<file path="config.mk">
export PLATFORM = sky130hd
export DESIGN_NAME = uart_8n1_transceiver_rx_fifo
export DESIGN_NICKNAME = d
export VERILOG_FILES = /design/src/urxf_pkg.sv /design/src/uart_8n1_transceiver_rx_fifo.sv
export SDC_FILE = /design/constraint.sdc
export NUM_CORES = 1
export LEC_CHECK = 0
export BUFFER_PORTS_ARGS = -buffer_cell sky130_fd_sc_hd__buf_2
export CAP_MARGIN = 25
export CORE_ASPECT_RATIO = 1.2
export CORE_MARGIN = 1.5
export CORE_UTILIZATION = 57
export CTS_CLUSTER_SIZE = 12
export DETAILED_ROUTE_END_ITERATION = 10
export MAX_ROUTING_LAYER = met4
export PLACE_DENSITY = 0.73
export SYNTH_ARGS = -nofsm -noshare
export SYNTH_HDL_FRONTEND = slang
export SYNTH_SLANG_ARGS = --single-unit
export TNS_END_PERCENT = 1
</file>
<file path="constraint.sdc">
create_clock -name clk -period 8.3 [get_ports clk]
set_clock_uncertainty 0.05 [all_clocks]
set_input_delay 0.83 -clock clk [delete_from_list [all_inputs] [get_ports clk]]
set_output_delay 0.83 -clock clk [all_outputs]
set_load 0.02 [all_outputs]
</file>
<file path="src/urxf_pkg.sv">
`timescale 1ns / 1ps

package urxf_pkg;

  // Receive FIFO depth; the ring holds FIFO_DEPTH-1 bytes.
  localparam int FIFO_DEPTH = 16;
  localparam int PTR_W      = (FIFO_DEPTH > 1) ? $clog2(FIFO_DEPTH) : 1;

  localparam int BIT_TIME_W = 20;
  localparam int RX_TIMER_W = BIT_TIME_W + 1;

  localparam int DATA_BITS  = 8;
  localparam int FRAME_BITS = 10;
  localparam int FRAME_W    = FRAME_BITS;
  localparam int COUNT_W    = 4;

  localparam logic [FRAME_W-1:0] FRAME_STOP_MARK = 10'h200;
  localparam logic [FRAME_W-1:0] FRAME_IDLE      = 10'h3FF;

  localparam logic [BIT_TIME_W-1:0] DATA_BIT_TICKS_RESET    = 20'd8333;
  localparam logic [BIT_TIME_W-1:0] COMMAND_BIT_TICKS_RESET = 20'd2083;

  localparam int CFG_ADDR_W = 2;

  typedef enum logic [CFG_ADDR_W-1:0] {
    CFG_DATA_BIT_TICKS    = 2'd0,
    CFG_COMMAND_BIT_TICKS = 2'd1,
    CFG_COMMAND_MODE      = 2'd2
  } cfg_index_t;

  typedef struct packed {
    logic       rx_level;
    logic       send_valid;
    logic [7:0] send_byte;
    logic       take_request;
  } in_item_t;

  typedef struct packed {
    logic       tx_level;
    logic       tx_busy;
    logic       take_valid;
    logic [7:0] take_byte;
    logic       enable_level;
  } out_item_t;

endpackage

</file>
<file path="src/uart_8n1_transceiver_rx_fifo.sv">
`timescale 1ns / 1ps

// Channel   Direction  Handshake               Payload
// in_       input      in_valid / in_ready     urxf_pkg::in_item_t (one clock tick)
// out_      output     out_valid / out_ready   urxf_pkg::out_item_t (one per item)
// cfg_      input      cfg_we                  cfg_addr, cfg_data (20 bits)
//
// Every item is one tick of the bit timers and yields exactly one result item.
// An item is accepted in every cycle in which the output register is empty or
// is being emptied, so the sustained rate is one item per cycle while out_ready is high.
// The receive FIFO is a synchronous RAM; a pop reads it at acceptance and the
// byte lands in the result in the cycle after, together with the rest of the item.
// Reset is synchronous and active low; the FIFO contents are not cleared.
// A stalled output holds its result, and new items wait until it is taken.

module uart_8n1_transceiver_rx_fifo (
  input  logic                                   clk,
  input  logic                                   rst_n,
  input  logic                                   in_valid,
  output logic                                   in_ready,
  input  urxf_pkg::in_item_t                     in_data,
  output logic                                   out_valid,
  input  logic                                   out_ready,
  output urxf_pkg::out_item_t                    out_data,
  input  logic                                   cfg_we,
  input  logic [urxf_pkg::CFG_ADDR_W-1:0]        cfg_addr,
  input  logic [urxf_pkg::BIT_TIME_W-1:0]        cfg_data
);

  localparam int PTR_W  = urxf_pkg::PTR_W;
  localparam int BT_W   = urxf_pkg::BIT_TIME_W;
  localparam int RXT_W  = urxf_pkg::RX_TIMER_W;
  localparam int CNT_W  = urxf_pkg::COUNT_W;
  localparam int FRM_W  = urxf_pkg::FRAME_W;
  localparam logic [PTR_W-1:0] PTR_LAST = PTR_W'(urxf_pkg::FIFO_DEPTH - 1);

  // Configuration registers.
  logic [BT_W-1:0] data_bt_r;
  logic [BT_W-1:0] cmd_bt_r;
  logic            cmd_mode_r;

  // Receiver state.
  logic             rx_active_r, rx_active_nxt;
  logic [RXT_W-1:0] rx_timer_r, rx_timer_nxt;
  logic [CNT_W-1:0] rx_count_r, rx_count_nxt;
  logic [7:0]       rx_shift_r, rx_shift_nxt;

  // FIFO pointers and RAM.
  logic [PTR_W-1:0] head_r, head_nxt;
  logic [PTR_W-1:0] tail_r, tail_nxt;
  logic [7:0]       fifo_mem [urxf_pkg::FIFO_DEPTH];
  logic [7:0]       mem_q_r;

  // Transmitter state.
  logic [FRM_W-1:0] tx_shift_r, tx_shift_nxt;
  logic [CNT_W-1:0] tx_left_r, tx_left_nxt;
  logic [BT_W-1:0]  tx_timer_r, tx_timer_nxt;

  // Output register.
  logic out_valid_r;
  logic out_tx_level_r, out_tx_busy_r, out_take_valid_r, out_enable_r;

  logic             accept;
  logic [BT_W-1:0]  bit_time;
  logic             do_pop;
  logic             do_push;
  logic [PTR_W-1:0] head_inc;
  logic [RXT_W-1:0] rx_tdec;
  logic [BT_W-1:0]  tx_tdec;

  assign in_ready = !out_valid_r || out_ready;
  assign accept   = in_valid && in_ready;
  assign bit_time = cmd_mode_r ? cmd_bt_r : data_bt_r;

  always_ff @(posedge clk) begin
    if (!rst_n) begin
      data_bt_r  <= urxf_pkg::DATA_BIT_TICKS_RESET;
      cmd_bt_r   <= urxf_pkg::COMMAND_BIT_TICKS_RESET;
      cmd_mode_r <= 1'b0;
    end else if (cfg_we) begin
      unique case (cfg_addr)
        urxf_pkg::CFG_DATA_BIT_TICKS:    data_bt_r  <= cfg_data;
        urxf_pkg::CFG_COMMAND_BIT_TICKS: cmd_bt_r   <= cfg_data;
        urxf_pkg::CFG_COMMAND_MODE:      cmd_mode_r <= cfg_data[0];
        default: ;
      endcase
    end
  end

  // Pop comes first in a tick, so a push in the same tick sees the freed slot.
  always_comb begin
    do_pop   = in_data.take_request && (head_r != tail_r);
    tail_nxt = tail_r;
    if (do_pop) begin
      tail_nxt = (tail_r == PTR_LAST) ? '0 : tail_r + 1'b1;
    end
  end

  assign head_inc = (head_r == PTR_LAST) ? '0 : head_r + 1'b1;

  // Receiver: waits for a start level, samples mid-bit, ends one bit time later.
  always_comb begin
    rx_active_nxt = rx_active_r;
    rx_timer_nxt  = rx_timer_r;
    rx_count_nxt  = rx_count_r;
    rx_shift_nxt  = rx_shift_r;
    do_push       = 1'b0;
    rx_tdec       = (rx_timer_r != '0) ? rx_timer_r - 1'b1 : rx_timer_r;
    if (!rx_active_r) begin
      if (!in_data.rx_level) begin
        rx_active_nxt = 1'b1;
        rx_timer_nxt  = {1'b0, bit_time} + {2'b00, bit_time[BT_W-1:1]};
        rx_count_nxt  = '0;
        rx_shift_nxt  = '0;
      end
    end else begin
      rx_timer_nxt = rx_tdec;
      if (rx_tdec == '0) begin
        if (rx_count_r < CNT_W'(urxf_pkg::DATA_BITS)) begin
          rx_shift_nxt[rx_count_r[2:0]] = rx_shift_r[rx_count_r[2:0]] | in_data.rx_level;
          rx_count_nxt = rx_count_r + 1'b1;
          rx_timer_nxt = {1'b0, bit_time};
        end else begin
          // A full FIFO drops the byte.
          do_push       = (head_inc != tail_nxt);
          rx_active_nxt = 1'b0;
          rx_count_nxt  = '0;
        end
      end
    end
    head_nxt = do_push ? head_inc : head_r;
  end

  // Transmitter: start, eight data bits, stop; a new frame may start on the
  // tick that ends the stop bit.
  always_comb begin
    tx_shift_nxt = tx_shift_r;
    tx_left_nxt  = tx_left_r;
    tx_timer_nxt = tx_timer_r;
    tx_tdec      = (tx_timer_r != '0) ? tx_timer_r - 1'b1 : tx_timer_r;
    if (tx_left_r != '0) begin
      tx_timer_nxt = tx_tdec;
      if (tx_tdec == '0) begin
        tx_shift_nxt = {1'b1, tx_shift_r[FRM_W-1:1]};
        tx_left_nxt  = tx_left_r - 1'b1;
        tx_timer_nxt = bit_time;
        if (tx_left_nxt == '0) begin
          tx_shift_nxt = urxf_pkg::FRAME_IDLE;
          tx_timer_nxt = '0;
        end
      end
    end
    if ((tx_left_nxt == '0) && in_data.send_valid) begin
      tx_shift_nxt = urxf_pkg::FRAME_STOP_MARK | {1'b0, in_data.send_byte, 1'b0};
      tx_left_nxt  = CNT_W'(urxf_pkg::FRAME_BITS);
      tx_timer_nxt = bit_time;
    end
  end

  always_ff @(posedge clk) begin
    if (!rst_n) begin
      rx_active_r <= 1'b0;
      rx_timer_r  <= '0;
      rx_count_r  <= '0;
      rx_shift_r  <= '0;
      head_r      <= '0;
      tail_r      <= '0;
      tx_shift_r  <= urxf_pkg::FRAME_IDLE;
      tx_left_r   <= '0;
      tx_timer_r  <= '0;
    end else if (accept) begin
      rx_active_r <= rx_active_nxt;
      rx_timer_r  <= rx_timer_nxt;
      rx_count_r  <= rx_count_nxt;
      rx_shift_r  <= rx_shift_nxt;
      head_r      <= head_nxt;
      tail_r      <= tail_nxt;
      tx_shift_r  <= tx_shift_nxt;
      tx_left_r   <= tx_left_nxt;
      tx_timer_r  <= tx_timer_nxt;
    end
  end

  // A popped entry was always written on an earlier item, and a push never
  // targets the entry being popped, so no bypass around the RAM is needed.
  always_ff @(posedge clk) begin
    if (accept && do_push) begin
      fifo_mem[head_r] <= rx_shift_r;
    end
  end

  always_ff @(posedge clk) begin
    if (accept && do_pop) begin
      mem_q_r <= fifo_mem[tail_r];
    end
  end

  always_ff @(posedge clk) begin
    if (!rst_n) begin
      out_valid_r <= 1'b0;
    end else if (accept) begin
      out_valid_r <= 1'b1;
    end else if (out_ready) begin
      out_valid_r <= 1'b0;
    end
  end

  always_ff @(posedge clk) begin
    if (accept) begin
      out_tx_level_r   <= tx_shift_nxt[0];
      out_tx_busy_r    <= (tx_left_nxt != '0);
      out_take_valid_r <= do_pop;
      out_enable_r     <= cmd_mode_r;
    end
  end

  assign out_valid              = out_valid_r;
  assign out_data.tx_level      = out_tx_level_r;
  assign out_data.tx_busy       = out_tx_busy_r;
  assign out_data.take_valid    = out_take_valid_r;
  assign out_data.take_byte     = out_take_valid_r ? mem_q_r : 8'h00;
  assign out_data.enable_level  = out_enable_r;

`ifndef NO_ASSERTIONS
  a_push_not_full: assert property (@(posedge clk) disable iff (!rst_n)
    accept && do_push |=> head_r != tail_r)
    else $error("push left the FIFO looking empty");

  a_pop_reaches_out: assert property (@(posedge clk) disable iff (!rst_n)
    accept && do_pop |=> out_valid && out_data.take_valid)
    else $error("popped byte missing from result");

  a_idle_line_high: assert property (@(posedge clk) disable iff (!rst_n)
    out_valid && !out_data.tx_busy |-> out_data.tx_level)
    else $error("transmit line low while idle");

  a_tx_idle_frame: assert property (@(posedge clk) disable iff (!rst_n)
    tx_left_r == '0 |-> tx_shift_r == urxf_pkg::FRAME_IDLE)
    else $error("idle transmitter holds a partial frame");

  a_rx_count_range: assert property (@(posedge clk) disable iff (!rst_n)
    rx_count_r <= CNT_W'(urxf_pkg::DATA_BITS))
    else $error("receive bit count out of range");
`endif

endmodule
</file>
Yosys cells after proc, flatten, opt, wreduce, memory -nomap -nowiden --
Memories as Yosys holds them, arrays and structs flattened. A register that Yosys moved wholly into a read port is not among the register bits. Cells that the tools add are included.
Cells by class: add/subtract/negate cells 7, order comparisons 3, equal/unequal tests 9, mux-type cells 46, bitwise operators 1, reductions and logical operators 29
Operator list (count):
- $mux 20 | 6
- $mux 21 | 5
- $mux 4 | 10
- $mux 8 | 5
- $mux 10 | 3
- $add 20x19->21 | 1
- $logic_not 21->1 | 1
- $reduce_bool 21->1 | 1
- $sub 21x1->21 const B | 1
- $logic_not 20->1 | 1
- $reduce_bool 20->1 | 1
- $sub 20x1->20 const B | 1
- $mux 1 | 13
- $add 4x1->4 const B | 3
- $reduce_and 2->1 | 6
- $mux 9 | 1
- $bwmux 8 | 1
- $eq 4x4->1 const B | 2
- $logic_not 4->1 | 2
- $ne 4x4->1 | 2
- $reduce_bool 4->1 | 2
- $logic_and 1x1->1 | 6
- $ne 2x1->1 const B | 3
- $reduce_and 3->1 | 2
- 14 further kinds | 16
Word-level totals: register bits 122, bits in writable memories 128, bits of input ports 38, word-level logic and storage cells 114, memories 1
Memory list:
- fifo_mem | depth 16, width 8, read ports 1, clocked after memory_dff 1, write ports 1, RTL line uart_8n1_transceiver_rx_fifo.sv:51 | logic [7:0] fifo_mem [urxf_pkg::FIFO_DEPTH];

Logic depth before layout (Yosys ltp) --
depth in word-level cells 10, depth in mapped cells 16

Worst setup path before layout --
OpenSTA, ideal clock, no wires.
path kind reg2reg, start point reg rx_timer_r[8], end point mem fifo_mem[3][0] (enable), setup time 0.383 ns, data arrival time 3.509 ns, required time 7.867 ns, slack 4.357 ns, stages on the path, launching flop included 11, period minus slack after synthesis 3.943 ns, path through dfxtp_1 nor4_1 nand2_1 o31a_1 or4_1 a211oi_1 and3_1 and3_1 clkbuf_1 nand2_1 nor3_1
Between the ends: word-level cells in the longest chain between the ends 8, elaborated cells between the ends (all ways) 9
Ends and longest elaborated chain:
- start: declaration | RTL line uart_8n1_transceiver_rx_fifo.sv:44 | logic [RXT_W-1:0] rx_timer_r, rx_timer_nxt;
- start signal: assignment | RTL line uart_8n1_transceiver_rx_fifo.sv:173 | rx_timer_r <= rx_timer_nxt;
- $sub 21x1->21 / $reduce_bool 21->1 (equally long branches) | RTL line uart_8n1_transceiver_rx_fifo.sv:108 | rx_tdec = (rx_timer_r != '0) ? rx_timer_r - 1'b1 : rx_timer_r;
- $mux 21 * | RTL line uart_8n1_transceiver_rx_fifo.sv:108
- $logic_not 21->1 * | RTL line uart_8n1_transceiver_rx_fifo.sv:118 | if (rx_tdec == '0) begin
- $mux 1 * | RTL line uart_8n1_transceiver_rx_fifo.sv:118
- $mux 1 * | RTL line uart_8n1_transceiver_rx_fifo.sv:109 | if (!rx_active_r) begin
- $logic_and 1x1->1 * | RTL line uart_8n1_transceiver_rx_fifo.sv:187 | if (accept && do_push) begin
- $mux 1 * | RTL line uart_8n1_transceiver_rx_fifo.sv:187
- $mux 1 (implied by the code) * | RTL line uart_8n1_transceiver_rx_fifo.sv:188 | fifo_mem[head_r] <= rx_shift_r;
- end: declaration | RTL line uart_8n1_transceiver_rx_fifo.sv:51
Every way passes the cells marked *; elsewhere a longest branch is shown, timed or not.

Final worst setup path --
start point reg tx_timer_r[0], end point reg tx_timer_r[7]
Between the ends: word-level cells in the longest chain between the ends 9, elaborated cells between the ends (all ways) 13
Ends and longest elaborated chain:
- start: declaration | RTL line uart_8n1_transceiver_rx_fifo.sv:57 | logic [BT_W-1:0] tx_timer_r, tx_timer_nxt;
- start signal: assignment | RTL line uart_8n1_transceiver_rx_fifo.sv:180 | tx_timer_r <= tx_timer_nxt;
- $sub 20x1->20 / $reduce_bool 20->1 (equally long branches) | RTL line uart_8n1_transceiver_rx_fifo.sv:140 | tx_tdec = (tx_timer_r != '0) ? tx_timer_r - 1'b1 : tx_timer_r;
- $mux 20 * | RTL line uart_8n1_transceiver_rx_fifo.sv:140
- $logic_not 20->1 | RTL line uart_8n1_transceiver_rx_fifo.sv:143 | if (tx_tdec == '0) begin
- $mux 4 | RTL line uart_8n1_transceiver_rx_fifo.sv:143
- $mux 4 | RTL line uart_8n1_transceiver_rx_fifo.sv:141 | if (tx_left_r != '0) begin
- $logic_not 4->1 | RTL line uart_8n1_transceiver_rx_fifo.sv:153 | if ((tx_left_nxt == '0) && in_data.send_valid) begin
- $logic_and 1x1->1 | RTL line uart_8n1_transceiver_rx_fifo.sv:153
- $reduce_bool 2->1 (no line)
- $reduce_and 2->1 (no line)
Every way passes the cells marked *; elsewhere a longest branch is shown, timed or not. The select of a mux whose other input is x is not followed. A chain may end at the register's enable or synchronous reset.

==> summary.md <==
| Metric | Value |
|---|---|
| Number of setup buffers added after CTS | 0 |
| CTS sink cnt | 258 |
| Initial antenna violation count | 0 |
| Net count, final | 1348 |
| WP data arrival | 5510 ps |
| Cts bufs inserted | 27 |
| CP max stage cell | a21oi_4 |
| Min cycle time layout | between 5000 and 6000 ps |
| P_int | 2.22 mW |
| Yosys top cell area share | 0.314 |
| RePlAce Congestion | between 0.8 and 0.9 |
| Largest net degree at the start of global routing | 69 |
| Met3 GRT Util | 0.0364 |
| R2R cell count | 12 |
| Maxcap violations | 0 |
| CP Cell Sequence | inv_1 -> ha_1 -> or4b_1 -> nor2_1 -> a21boi_0 -> nor4_1 -> nand4_2 -> o31ai_1 -> a21boi_2 -> nand3_2 -> a21oi_4 -> a311oi_2 |
| Via count | 10000 |
| Place WS | 3180 ps |
| Async set-reset flop share out of synthesis | 0 |
| Main synth FF type | edfxtp_1 |
| Syn Nets | 1330 |
| Sw Pwr | about 820 uW |
| GRT met2 Usage | 0.491 |
| Area Growth Syn to Fin | 9.23% |
| Vias per cell | just over 6 |
| Top cells by area, synth | edfxtp_1, dfxtp_1, mux4_2 |
| HP Start | data_bt_r[8]$_SDFFE_PN0P_ |
| Slew @ Worst Pin | 984 ps |
| Setup tns final | 0 ps |
| Most frequent cells in the layout | nand2_1, edfxtp_1, dfxtp_1, nor2_1, a21oi_1 |
| CTS tree | yes |
| Post-synthesis sequential area ratio | 0.490 |
| Ant diodes | 0 |
| Post-synth cell types | 88 |
| Leak Pwr | 5.12 nW |
| DP Area | 13800 um2 |
| Die area | 24400 um2 |
| Slowest Stage Delay on Critical Path | 780 ps |
| # DRC | 0 |
| Cell count after synthesis | between 1000 and 1500 |
| Placement row count | between 60 and 70 |
| Sequential share of power | 0.468 |
| Filler cells | 1871 |
| Worst endpoint required time | 8620 ps |
| Initial Util | 0.579 |
| Fin. max-slew vios | 0 |
| Setup ws final | 3100 ps |
| Clk slew on worst S/H paths | ~60 ps |
| Met1 Usage GRT | 0.316 |
| Hold Fails Final Rpt | 0 |
| Clock root buffer | clkbuf_16 |
| Drt wl/cell | 20.4 um |
| Busiest grt layer | met2 |
| Seq cells post-synth | 258 |
| Yosys top cell by area | edfxtp_1 |
| Outcome | complete, no violations |
| Die Width | 143 um |
| Setup-failing EPs final | 0 |
| VDD IR max | 0.146 mV |
| GRT Total Usage | 0.283 |
| # IOs | 52 |
| Mean post-synth cell area | 10.6 um2 |
| Combinational share of power | 0.162 |
| Most common cell after layout, fill and taps aside | nand2_1 |
| DR pass1 iterations | 5 |
| Hold Crit Class | reg -> reg |
| CP endpoint kind | flop |
| Max Buffers Root-to-Sink | 3 |
| DRT iter0 DRCs | 717 |
| Core ar. | ~23000 um2 |
| Critical R2R Capture | tx_timer_r[7]$_SDFFE_PN0P_ |
| H-tree levels | 1 |
| Antenna Nets Post-Route | 0 |
| Final WL | 33000 um |
| Hold slack | ~400 ps |
| Hold EP | data_bt_r[8]$_SDFFE_PN0P_ |
| Slew headroom | 0.342 |
| CP Max Fanout | 25 |
| Period utilization | 0.626 |
| Hold path cells | 2 |
| Clock latency on the worst-skew pair | 530 ps |
| Worst setup path category | reg -> reg |
| PwrDens | 208 nW/um2 |
| Overflow after GRT | 0 |
| Synth warnings | 0 |
| CP Launch Type | flop |
| Reg-to-reg slack, setup | 3100 ps |
| FMAX | between 150 and 200 MHz |
| Reg2reg start | tx_timer_r[0]$_SDFFE_PN0P_ |
| Die H | 171 um |
| Post-Syn Area | 13400 um2 |
| Vias in the first global route | 10000 |
| Number of flops mapped to enable cells by yosys | 140 |
| Detail Placement HPWL | 22500 um |
| Final instance area | around 15000 um2 |
| RSZ-0062 raised after global routing | no |
| Clock power share | 0.370 |
| Hold buffers post-CTS | 0 |
| Post_cts resized | 0 |
| Port-buffer cells | 51 |
| Sw frac | 0.271 |
| Fraction of final layout cells sized beyond drive strength 1 | 0.155 |
| Global-route wire length before repair | 52400 um |
flip-flops by register name, summed over array words and instances, names as in the netlist:
name	count
cmd_bt_r	20
cmd_mode_r	1
data_bt_r	20
fifo_mem	128
head_r	4
mem_q_r	8
out_enable_r	1
out_take_valid_r	1
out_tx_busy_r	1
out_tx_level_r	1
out_valid	1
rx_active_r	1
rx_count_r	4
rx_shift_r	8
rx_timer_r	21
tail_r	4
tx_left_r	4
tx_shift_r	10
tx_timer_r	20
critical path: cells and delay by family, from the launching register on:
kind / cells / cell delay (ps)
and+or+nand+nor: 5 / 2340
adders and majority gates: 1 / 330
AOI/OAI and AO/OA: 5 / 1830
buffers and inverters: 1 / 100
DFF: 1 / 360
worst max path at each step:
stage                                  end                       start  cells past startpoint  slack, ps
2_1_floorplan     fifo_mem[3][0]$_DFFE_PP_  rx_timer_r[8]$_SDFFE_PN0P_                     10       4360
6_report        tx_timer_r[7]$_SDFFE_PN0P_  tx_timer_r[0]$_SDFFE_PN0P_                     12       3100
5_1_grt         tx_timer_r[6]$_SDFFE_PN0P_  tx_timer_r[0]$_SDFFE_PN0P_                     12       2730
3_3_place_gp   tx_timer_r[18]$_SDFFE_PN0P_  tx_timer_r[0]$_SDFFE_PN0P_                     12       3320
3_5_place_dp    tx_timer_r[2]$_SDFFE_PN0P_  tx_timer_r[0]$_SDFFE_PN0P_                     12       3180
4_1_cts        tx_timer_r[14]$_SDFFE_PN0P_  tx_timer_r[0]$_SDFFE_PN0P_                     12       3160
routing by layer:
layer  routed length, um  up-vias
met4                1790        0
met1               12900     4885
li1                    -     4807
met5                   0        -
met3                1530       79
met2               16800      267
cell type report:
type | count | area, um2 | area share
Clock buffer | 42 | 753 | 0.0515
Timing Repair Buffer | 68 | 383 | 0.0262
Tap cell | 315 | 394 | 0.0269
Sequential cell | 258 | 6570 | 0.449
Clock inverter | 8 | 67.6 | 0.00462
Multi-Input combinational cell | 883 | 6320 | 0.432
Inverter | 39 | 146 | 0.0100
power by group through the flow:
stage               combinational, mW  sequential [mW]  clock [mW]
finish                          0.493             1.42        1.12
global route                    0.544             1.43        1.19
CTS                             0.489             1.42        1.14
detailed placement              0.485             1.45           0
global placement                0.482             1.45           0
floorplan                       0.401             1.42           0
logic make-up (layout without fill, tap and decap cells):
kind of cell               Yosys count  in the layout  share of synthesized area
and+or+nand+nor                    435            435                      0.158
AOI/OAI and AO/OA                  289            289                      0.153
DFF                                258            258                      0.490
buffers and inverters              118            157                     0.0384
muxes                               75             75                     0.0953
xor gates and xnor gates            51             51                     0.0333
adders and majority gates           33             33                     0.0314
metrics by stage:
| stage | total power [mW] | instances | util |
|---|---|---|---|
| floorplan | 1.82 | 1259 | - |
| global placement | 1.93 | 1563 | 0.597 |
| detailed placement | 1.93 | 1563 | 0.597 |
| CTS | 3.05 | 1613 | 0.633 |
| global route | 3.16 | 1613 | 0.633 |
| finish | 3.04 | 1613 | 0.633 |
cell usage after synthesis (27+ instances only):
library cell,number
edfxtp_1,140
mux4_2,40
inv_1,37
nor2_1,80
a21oi_1,60
nor3_1,50
ha_1,32
o21ai_0,45
nand3_1,41
dfxtp_1,118
clkbuf_1,53
nand2_1,150
xnor2_1,27
Power figures use the tool's default switching activity.
